`src/rtl/core/bsc_pkg.sv`:
```
// package for the barometric compensation core: types, constants and helpers
package bsc_pkg;

  localparam int unsigned CfgIdxW = 3;
  localparam int unsigned CfgDataW = 32;

  // payload width carried alongside each divider request
  localparam int unsigned DivSideW = 53;

  typedef enum logic [CfgIdxW-1:0] {
    REG_AC1_AC2 = 3'd0,
    REG_AC3_AC4 = 3'd1,
    REG_AC5_AC6 = 3'd2,
    REG_B1_B2 = 3'd3,
    REG_MC_MD = 3'd4,
    REG_OSS = 3'd5
  } reg_idx_t;

  localparam logic signed [31:0] B6Offset = 32'sd4000;
  localparam logic [31:0] PressBase = 32'd50000;
  localparam logic signed [31:0] PCoefA = 32'sd3038;
  localparam logic signed [31:0] PCoefB = -32'sd7357;
  localparam logic signed [31:0] PCoefC = 32'sd3791;
  localparam logic signed [31:0] B4Bias = 32'sd32768;
  localparam logic signed [12:0] TempMax = 13'sd4095;
  localparam logic signed [12:0] TempMin = -13'sd4096;
  localparam logic [17:0] PressMax = 18'h3FFFF;

  typedef struct packed {
    logic signed [15:0] ac1;
    logic signed [15:0] ac2;
    logic signed [15:0] ac3;
    logic [15:0] ac4;
    logic [15:0] ac5;
    logic [15:0] ac6;
    logic signed [15:0] b1;
    logic signed [15:0] b2;
    logic signed [15:0] mc;
    logic signed [15:0] md;
    logic [1:0] oss;
  } cal_t;

  // signed 32-bit multiply, wrapped
  function automatic logic signed [31:0] wmul(logic signed [31:0] a, logic signed [31:0] b);
    logic signed [63:0] prod;
    prod = a * b;
    return prod[31:0];
  endfunction

endpackage

```
`src/rtl/core/bsc_cfg.sv`:
```
// calibration register file
module bsc_cfg import bsc_pkg::*; (
  input  logic                clk,
  input  logic                rst,
  input  logic                cfg_we,
  input  logic [CfgIdxW-1:0]  cfg_addr,
  input  logic [CfgDataW-1:0] cfg_wdata,
  output cal_t                cal
);
  always_ff @(posedge clk) begin
    if (rst) begin
      cal <= '0;
    end else if (cfg_we) begin
      unique case (reg_idx_t'(cfg_addr))
        REG_AC1_AC2: begin
          cal.ac1 <= cfg_wdata[31:16];
          cal.ac2 <= cfg_wdata[15:0];
        end
        REG_AC3_AC4: begin
          cal.ac3 <= cfg_wdata[31:16];
          cal.ac4 <= cfg_wdata[15:0];
        end
        REG_AC5_AC6: begin
          cal.ac5 <= cfg_wdata[31:16];
          cal.ac6 <= cfg_wdata[15:0];
        end
        REG_B1_B2: begin
          cal.b1 <= cfg_wdata[31:16];
          cal.b2 <= cfg_wdata[15:0];
        end
        REG_MC_MD: begin
          cal.mc <= cfg_wdata[31:16];
          cal.md <= cfg_wdata[15:0];
        end
        REG_OSS: cal.oss <= cfg_wdata[1:0];
        default: ;
      endcase
    end
  end
endmodule

```
`config.mk`:
```
export PLATFORM = sky130hd
export DESIGN_NAME = bsc_cfg
export DESIGN_NICKNAME = d
export VERILOG_FILES = /design/src/rtl/core/bsc_pkg.sv /design/src/rtl/core/bsc_cfg.sv
export SDC_FILE = /design/constraint.sdc
export NUM_CORES = 1
export LEC_CHECK = 0
export BUFFER_PORTS_ARGS = -buffer_cell sky130_fd_sc_hd__clkbuf_2
export CAP_MARGIN = 25
export CORE_MARGIN = 2
export CORE_UTILIZATION = 35
export DETAILED_ROUTE_END_ITERATION = 10
export GPL_TIMING_DRIVEN = 0
export REMOVE_ABC_BUFFERS = 1
export SYNTH_ARGS = -nofsm -noshare
export SYNTH_HDL_FRONTEND = slang
export SYNTH_SLANG_ARGS = --single-unit
export TNS_END_PERCENT = 1
```
`constraint.sdc`:
```
create_clock -name clk -period 2.1 [get_ports clk]
set_input_delay 0.42 -clock clk [delete_from_list [all_inputs] [get_ports clk]]
set_output_delay 0.42 -clock clk [all_outputs]
set_load 0.02 [all_outputs]
```
==> impl_metrics.yaml, run 1 <==
routing:
  avgRoutedWirePerCell_um: 15.77
  drt_pass1_iterations: 4
  drt_wl_total_um: 15720
  drt-vias-per-instance: 4.588
  drc: 0
  drt_iter0_markers: 121
  vias: 4574
  detail-route-antenna-nets: 0
run_status:
  outcome: "complete, no violations"
sta:
  drv_slew: 0
  slew_headroom_pct: 37.14
  finalClockSkew_ns: 0
  tns_ns: 0
  fmax_mhz: 628.2
  period_needed_ns: 1.592
  hold_viol_final: 0
  worstMarginPinSlew_ns: 0.9429
  post-route-period-util_pct: 75.81
  rsz0062_at_grt: "no"
  finalSetupViolCount: 0
worst_setup_path:
  r2r-end: "cal[91]$_SDFFE_PP0P_"
  critical_path_class: "primary input to register"
  path_max_fanout: 120
  worst-r2r-setup-slack_ns: 1.44
  rr_worst_depth: 2
  startpoint: "rst"
  timing.rr.start: "cal[91]$_SDFFE_PP0P_"
  cp-start-kind: "primary input"
  critPathCapture: "cal[118]$_SDFFE_PP0P_"
  crit_path_end_kind: "register"
  cp_data_arrival_time_ns: 1.88
  cp.required_ns: 2.39
grt:
  antenna_found_initial: 0
  gr-usage-met2_pct: 26.63
  grt_util_all_layers_pct: 16.27
  use_met3_pct: 6.616
  top_usage_layer: "met2"
  overflow: 0
  grt_pass1_wl_um: 24890
  use_met1_pct: 19.23
  grt_pass1_vias: 4690
  grt_max_degree: 121
power_and_ir_drop:
  pwr-share-comb_pct: 7.3
  p_total_mw: 7.004
  total_leakage_power_nw: 4.243
  powerDensity_nw_per_um2: 844.7
  p_switching_mw: 1.648
  peakVddDrop_mv: 0.5399
  p_clk_share_pct: 47.4
  intPower_mw: 5.356
  seqPwrFrac_pct: 45.4
  switching_share_pct: 23.53
finish:
  fin_cells: 997
  largestRegisters: "cal x162"
  layout_common_cells: "clkbuf_2 (198), nand2b_1 (194), mux2i_1 (162), dfxtp_1 (162), clkbuf_16 (17)"
  area_growth_pct: 30.94
  antennaDiodeCount: 0
  regMostFlops: "cal"
  multi_input_area_um2: 2962
  final_common_cell: "clkbuf_2"
  finish.utilization_pct: 46.48
  fillCellCount: 1645
  largest_reg_flops: 162
  final_nets: 793
  drive_above_1_share_pct: 32.16
  regArea_um2: 3243
floorplanning:
  row_count: 49
  die_y_um: 138.5
  ios: 200
  initial_utilization_pct: 35.49
  fp.dieW_um: 138.5
  dieArea_um2: 19180
  core_um2: 17840
place:
  globalplace.congestion: 0.7356
  place_inst: 965
  io_buffers: 199
  dp_hpwl_um: 10970
synth:
  syn_avg_cell_area_um2: 11.21
  ys_ff_latch: 162
  synth_area_um2: 6332
  ys_types: 11
  ys_seq_area_share_pct: 51.22
  syn_inst: 565
  yosysWarnings: 0
clock_network:
  cts.repair.resized: 0
  htree_levels: 4
  root_buffer: "clkbuf_16"
  cts_tree: "done"
  clk_pin_slew_ns: 0.07
  cts_hold_buffers: 0
  clock_path_buffers: 2
  clock-sinks: 162
  numCtsBuffers: 17
  cts_setup_buffers: 0
  clock_latency_ns: 0.42
run:
  drv_cap: 0
min_path:
  worstHoldPathType: "primary input to register"
[worst max-delay path, cell delays in order]
cell      delay [ns]
clkbuf_4        0.72
buf_12          0.32
nand2b_1        0.26
mux2i_1         0.11
[worst min path at each step]
stage                                from                    end  depth (start not counted)  slack (ns)
global route                cfg_wdata[18]   cal[20]$_SDFFE_PP0P_                          3        0.36
floorplan           cal[117]$_SDFFE_PP0P_  cal[117]$_SDFFE_PP0P_                          2        0.55
global placement    cal[145]$_SDFFE_PP0P_  cal[145]$_SDFFE_PP0P_                          2        0.46
CTS                         cfg_wdata[13]  cal[111]$_SDFFE_PP0P_                          3        0.34
finish                      cfg_wdata[13]   cal[47]$_SDFFE_PP0P_                          3        0.35
detailed placement  cal[139]$_SDFFE_PP0P_  cal[139]$_SDFFE_PP0P_                          2        0.46
[kinds of logic (layout without fill, tap and decap cells)]
kind of cell	Yosys count	count (layout)	synth area share [%]
AND/OR/NAND/NOR	202	202	20.47
multiplexers	162	162	25.61
buffers and inverters	39	242	2.707
flip-flops	162	162	51.22
[cell type report]
type,instances,area share (%)
multi-input combinational,364,35.72
tap,229,3.456
sequential,162,39.11
clock buffer,20,5.628
clock inverter,12,2.022
timing repair buffer,210,14.06
[synth_stat cells (all sizes together)]
| master | number | area share, % |
|---|---|---|
| nand2b | 194 | 19 |
| dfxtp | 162 | 51 |
| mux2i | 162 | 26 |
| clkbuf | 24 | 1.4 |
| buf | 15 | 1.3 |
| nand4bb | 3 | 0.53 |
| nand4b | 2 | 0.28 |
| and4bb | 1 | 0.20 |
| nor4b | 1 | 0.14 |
| or4b | 1 | 0.16 |
[power groups by stage]
stage / Sequential (mW) / Combinational, mW / Clock (mW)
3_3_place_gp: 3.24 / 0.502 / 0
3_5_place_dp: 3.25 / 0.516 / 0
6_report: 3.18 / 0.509 / 3.32
5_1_grt: 3.18 / 0.549 / 3.52
2_1_floorplan: 3.33 / 0.217 / 0
4_1_cts: 3.18 / 0.517 / 3.40
[through the flow]
step	hold WS, ns	worst slack [ns]	instance area [um2]
floorplan	0.5453	-1.845	6161
global placement	0.4591	-3.957	7443
detailed placement	0.4609	0.06342	7657
CTS	0.3352	0.4999	8292
global route	0.3595	0.3269	8292
finish	0.3465	0.5080	8292
[metal layers]
layer	part of all wire (%)	wire length, um
met4	1.4	226
met2	47	7393
met3	8.5	1333
met5	0	0
met1	43	6765
Note: power is estimated with default switching activity, not from simulation.
==> run 2: changes to the inputs <==
==> constraint.sdc (replaced) <==
create_clock -name clk -period 1.3 [get_ports clk]
set_input_delay 0.26 -clock clk [delete_from_list [all_inputs] [get_ports clk]]
set_output_delay 0.26 -clock clk [all_outputs]
set_load 0.02 [all_outputs]
==> run 2 against run 1 <==
Sequential cell count stayed put. Critical endpoint is now cal[3]. Sequential share of layout area is 0.094 points lower. Clock power is 61% higher. Die area stayed put. First-iteration DRC count is 7.4% higher. Final cell count stayed put. Register-to-register slack worse by 0.80 ns.
==> impl_metrics.yaml, run 2 (synthesis gave the netlist of run 1 again) <==
run_status:
  outcome: "complete, no violations"
finish:
  final_nets: 793
  antennaDiodeCount: 0
  regMostFlops: "cal"
  fillCellCount: 1645
  layout_common_cells: "clkbuf_2 (198), nand2b_1 (194), mux2i_1 (162), dfxtp_1 (162), clkbuf_16 (18)"
  final_common_cell: "clkbuf_2"
  largest_reg_flops: 162
  finish.utilization_pct: 46.59
  largestRegisters: "cal x162"
  area_growth_pct: 31.26
  drive_above_1_share_pct: 32.29
worst_setup_path:
  cp_cell_sequence: "clkbuf_2"
  cp_slowest_stage_delay_ns: 0.37
  worst_path_max_delay_cell: "dfxtp_1"
  timing.rr.start: "cal[91]$_SDFFE_PP0P_"
  cp_data_arrival_time_ns: 0.98
  cp-start-kind: "register"
  worstPathBufferInverterCount: 1
  cp_top_family: "flip-flops"
  crit_path_end_kind: "primary output"
  critical_path_class: "register to primary output"
  worst-r2r-setup-slack_ns: 0.64
  path_max_fanout: 2
  cp.required_ns: 1.04
  startpoint: "cal[3]$_SDFFE_PP0P_"
sta:
  post-route-period-util_pct: 95.39
  finalSetupViolCount: 0
  rsz0062_at_grt: "yes"
  hold_viol_final: 0
  drv_slew: 0
  hold_ws_ns: 0.1892
  worstMarginPinSlew_ns: 0.5540
  fmax_mhz: 806.4
  finalClockSkew_ns: 0
  period_needed_ns: 1.240
  slew_headroom_pct: 63.06
routing:
  detail-route-antenna-nets: 0
  drc: 0
  drt_pass1_iterations: 4
  avgRoutedWirePerCell_um: 15.81
  drt-vias-per-instance: 4.593
  vias: 4579
  drt_wl_total_um: 15760
  drt_iter0_markers: 130
clock_network:
  clock_path_buffers: 2
  numCtsBuffers: 17
  cts_hold_buffers: 0
  htree_levels: 4
  clk_pin_slew_ns: 0.07
  cts_tree: "done"
  clock-sinks: 162
  clock_latency_ns: 0.42
  root_buffer: "clkbuf_16"
power_and_ir_drop:
  peakVddDrop_mv: 0.8727
  intPower_mw: 8.654
  pwr-share-comb_pct: 7.3
  p_clk_share_pct: 47.3
  switching_share_pct: 23.53
  powerDensity_nw_per_um2: 1361
  p_switching_mw: 2.662
  seqPwrFrac_pct: 45.4
  total_leakage_power_nw: 4.253
grt:
  grt_max_degree: 121
  grt_pass1_wl_um: 24920
  overflow: 0
  grt_pass1_vias: 4696
  antenna_found_initial: 0
  grt_util_all_layers_pct: 16.29
floorplanning:
  core_um2: 17840
  dieArea_um2: 19180
  die_y_um: 138.5
  fp.dieW_um: 138.5
  row_count: 49
  initial_utilization_pct: 35.49
  ios: 200
min_path:
  min_from: "cfg_wdata[13]"
  worstHoldPathType: "primary input to register"
place:
  globalplace.congestion: 0.7356
  io_buffers: 199
  dp_hpwl_um: 10970
run:
  drv_cap: 0
run 2: power groups by stage:
stage               clock network, mW  registers (mW)  logic (mW)
floorplan                           0            5.37       0.350
global placement                    0            5.24       0.811
finish                           5.36            5.13       0.827
detailed placement                  0            5.24       0.833
global route                     5.68            5.14       0.890
CTS                              5.50            5.13       0.839
run 2: path summary, 6_finish.rpt:
kind	endpoint	depth (start not counted)
hold / removal	cal[47]$_SDFFE_PP0P_	3
hold reg to reg	cal[100]$_SDFFE_PP0P_	2
setup / recovery	cal[3]	1
setup reg to reg	cal[91]$_SDFFE_PP0P_	2
run 2: cell type report:
| class | instances | area [um2] | area share, % |
|---|---|---|---|
| well taps | 229 | 286.5 | 3.447 |
| clock inverters | 12 | 167.7 | 2.017 |
| clock buffers | 20 | 466.7 | 5.615 |
| flip-flops and latches | 162 | 3243 | 39.02 |
| multi-input cells | 364 | 2974 | 35.78 |
| repair buffers | 210 | 1174 | 14.12 |
run 2: what timing repair did:
item | in CTS | in global routing
setup endpoints to repair | 60 | 14
gates resized for setup | 3 | 2
pin swaps | 0 | 1
buffers inserted | 0 | 0
hold endpoints to repair | 0 | 0
run 2: per-stage QoR:
stage               setup WS, ns  std cells  power, mW  area (um2)   TNS, ns
floorplan                 -2.485        526      5.722        6161   -144.79
detailed placement       -0.5766        965      6.076        7657    -63.28
global route            -0.01358        997      11.71        8312  -0.01358
CTS                      0.04479        997      11.47        8310         0
global placement          -4.597        954      6.050        7443   -379.96
finish                   0.05998        997      11.32        8312         0
run 2: routing by layer:
layer / global-route usage, % / wire, um / vias up
li1: - / - / 2249
met2: 26.63 / 7378 / 134
met1: 19.28 / 6825 / 2183
met3: 6.616 / 1332 / 13
met4: 6.069 / 226 / 0
met5: 0 / 0 / -
==> run 3: changes to the inputs <==
--- a/config.mk
+++ b/config.mk
@@ -5,7 +5,7 @@
 export SDC_FILE = /design/constraint.sdc
 export NUM_CORES = 1
 export LEC_CHECK = 0
-export BUFFER_PORTS_ARGS = -buffer_cell sky130_fd_sc_hd__clkbuf_2
+export BUFFER_PORTS_ARGS = -buffer_cell sky130_fd_sc_hd__buf_4
 export CAP_MARGIN = 25
 export CORE_MARGIN = 2
 export CORE_UTILIZATION = 35
==> run 3 against run 2 <==
The flow now finishes with violations (setup timing). Non-clock buffer count did not move. Fmax decreased by 7.3%. Sequential cell count did not move. First-iteration DRC count up 12%. Sequential power barely moved. Setup slack got worse by 0.097 ns. Critical endpoint is now cal[156]$_SDFFE_PP0P_. Count of clock-buffer cells in the layout unchanged. Largest power group unchanged. Via count up 0.57%. Die area unchanged.
==> impl_metrics.yaml, run 3 (synthesis gave the netlist of run 1 again) <==
place:
  io_buffers: 199
  globalplace.congestion: 0.7103
  place_area_um2: 8145
  pre_cts_ws_ns: -0.4829
  dp_hpwl_um: 11470
routing:
  drc: 0
  wl_met1_um: 6961
  maxUsedRoutingLayer: "met4"
  vias: 4605
  drt_iter0_markers: 145
  avgRoutedWirePerCell_um: 16.45
  met2_length_um: 7815
  drt-vias-per-instance: 4.619
  met3_length_um: 1415
  drt_wl_total_um: 16410
  drt_pass1_iterations: 4
  detail-route-antenna-nets: 0
clock_network:
  htree_levels: 4
  clock-sinks: 162
  clock_path_buffers: 2
  root_buffer: "clkbuf_16"
  numCtsBuffers: 17
  clock_latency_ns: 0.41
  cts_setup_buffers: 0
  clk_pin_slew_ns: 0.06
  cts_tree: "done"
floorplanning:
  fp.dieW_um: 138.5
  die_y_um: 138.5
  row_count: 49
  initial_utilization_pct: 35.49
  ios: 200
  dieArea_um2: 19180
  core_um2: 17840
power_and_ir_drop:
  total_leakage_power_nw: 4.404
  p_total_mw: 11.43
  powerDensity_nw_per_um2: 1297
  peakVddDrop_mv: 0.8540
worst_setup_path:
  cp.required_ns: 1.56
  cp-start-kind: "primary input"
  critical_path_class: "primary input to register"
  crit_path_end_kind: "register"
  cp_data_arrival_time_ns: 1.60
  path_max_fanout: 12
  timing.rr.start: "cal[105]$_SDFFE_PP0P_"
  rr_worst_depth: 2
  r2r-end: "cal[105]$_SDFFE_PP0P_"
  worst-r2r-setup-slack_ns: 0.62
finish:
  layout_common_cells: "buf_4 (200), nand2b_1 (194), mux2i_1 (162), dfxtp_1 (162), clkbuf_16 (17)"
  area_growth_pct: 39.12
  antennaDiodeCount: 0
  final_nets: 793
  largest_reg_flops: 162
  final_area_um2: 8810
  final_common_cell: "buf_4"
  largestRegisters: "cal x162"
  regMostFlops: "cal"
  fillCellCount: 1646
  drive_above_1_share_pct: 32.03
grt:
  overflow: 0
  antenna_found_initial: 0
  grt_util_all_layers_pct: 17.25
  grt_pass1_wl_um: 26400
  grt_max_degree: 111
  grt_pass1_vias: 4813
min_path:
  min_from: "cfg_addr[2]"
  hold_end: "cal[161]$_SDFFE_PP0P_"
  hold_depth: 3
  worstHoldPathType: "primary input to register"
sta:
  worstMarginPinSlew_ns: 0.8673
  fmax_mhz: 747.9
  drv_slew: 0
  slew_headroom_pct: 42.18
  fin_ws_ns: -0.03709
  finalSetupViolCount: 12
  hold_viol_final: 0
  post-route-period-util_pct: 102.9
  rsz0062_at_grt: "yes"
  finalClockSkew_ns: 0
  period_needed_ns: 1.337
run_status:
  failed_checks: "setup timing"
  outcome: "complete, but fails checks"
run:
  drv_cap: 0
==> run 3: changes by cell type in the layout (fill, tap and decap cells not counted), sizes merged <==
| cell | before | now |
|---|---|---|
| clkinv | 3 | 5 |
| buf | 10 | 210 |
| clkbuf | 220 | 20 |
| bufinv | 3 | 4 |
| inv | 6 | 2 |
| clkinvlp | 0 | 1 |
==> run 3: report_power, final <==
group | switching, mW | leakage [nW] | total (mW) | internal [mW]
registers | 0.0625 | 1.31 | 5.14 | 5.07
clock network | 2.04 | 0.311 | 5.37 | 3.33
logic | 0.475 | 2.78 | 0.924 | 0.449
total | 2.57 | 4.40 | 11.4 | 8.85
==> run 3: per-stage QoR <==
| stage | hold slack, ns | instances | util [%] | TNS [ns] |
|---|---|---|---|---|
| finish | 0.1655 | 997 | 49.38 | -0.2351 |
| floorplan | 0.4403 | 526 | - | -144.79 |
| global placement | 0.4609 | 954 | 44.51 | -355.06 |
| detailed placement | 0.4639 | 965 | 45.66 | -46.86 |
| global route | 0.1513 | 997 | 49.38 | -0.3606 |
| CTS | 0.1694 | 997 | 49.31 | 0 |
==> run 3: cell type report <==
cell class                 instances  area (um2)  share of cell area, %
sequential                       162        3243                  36.81
multi-input combinational        364        2970                  33.72
timing repair buffer             210        1675                  19.02
clock buffer                      20       456.7                  5.184
tap                              229       286.5                  3.252
clock inverter                    12       177.7                  2.017
==> run 3: worst max-delay path by stage <==
stage / startpoint / endpoint / slack, ns / cells after the start
2_1_floorplan: cfg_addr[2] / cal[130]$_SDFFE_PP0P_ / -2.49 / 2
3_3_place_gp: cfg_addr[1] / cal[138]$_SDFFE_PP0P_ / -4.76 / 3
3_5_place_dp: cfg_addr[1] / cal[148]$_SDFFE_PP0P_ / -0.48 / 5
4_1_cts: cfg_addr[1] / cal[156]$_SDFFE_PP0P_ / 0.004 / 3
5_1_grt: cfg_addr[2] / cal[34]$_SDFFE_PP0P_ / -0.04 / 5
6_report: cfg_addr[1] / cal[156]$_SDFFE_PP0P_ / -0.04 / 3
==> run 3: per-layer routing <==
metal | vias up | global-route usage, %
met2 | 144 | 28.11
met4 | 0 | 4.995
met5 | - | 0
met1 | 2191 | 20.38
met3 | 16 | 8.105
li1 | 2254 | -
==> run 3: worst max-delay path, stage by stage <==
cell,delay (ns)
buf_4,0.15
or4b_1,0.94
mux2i_1,0.24
==> run 3: timing repair <==
item / 4_1_cts / 5_1_grt
resized for setup: 3 / 3
setup endpoints to repair: 15 / 85
hold buffers: 0 / 0
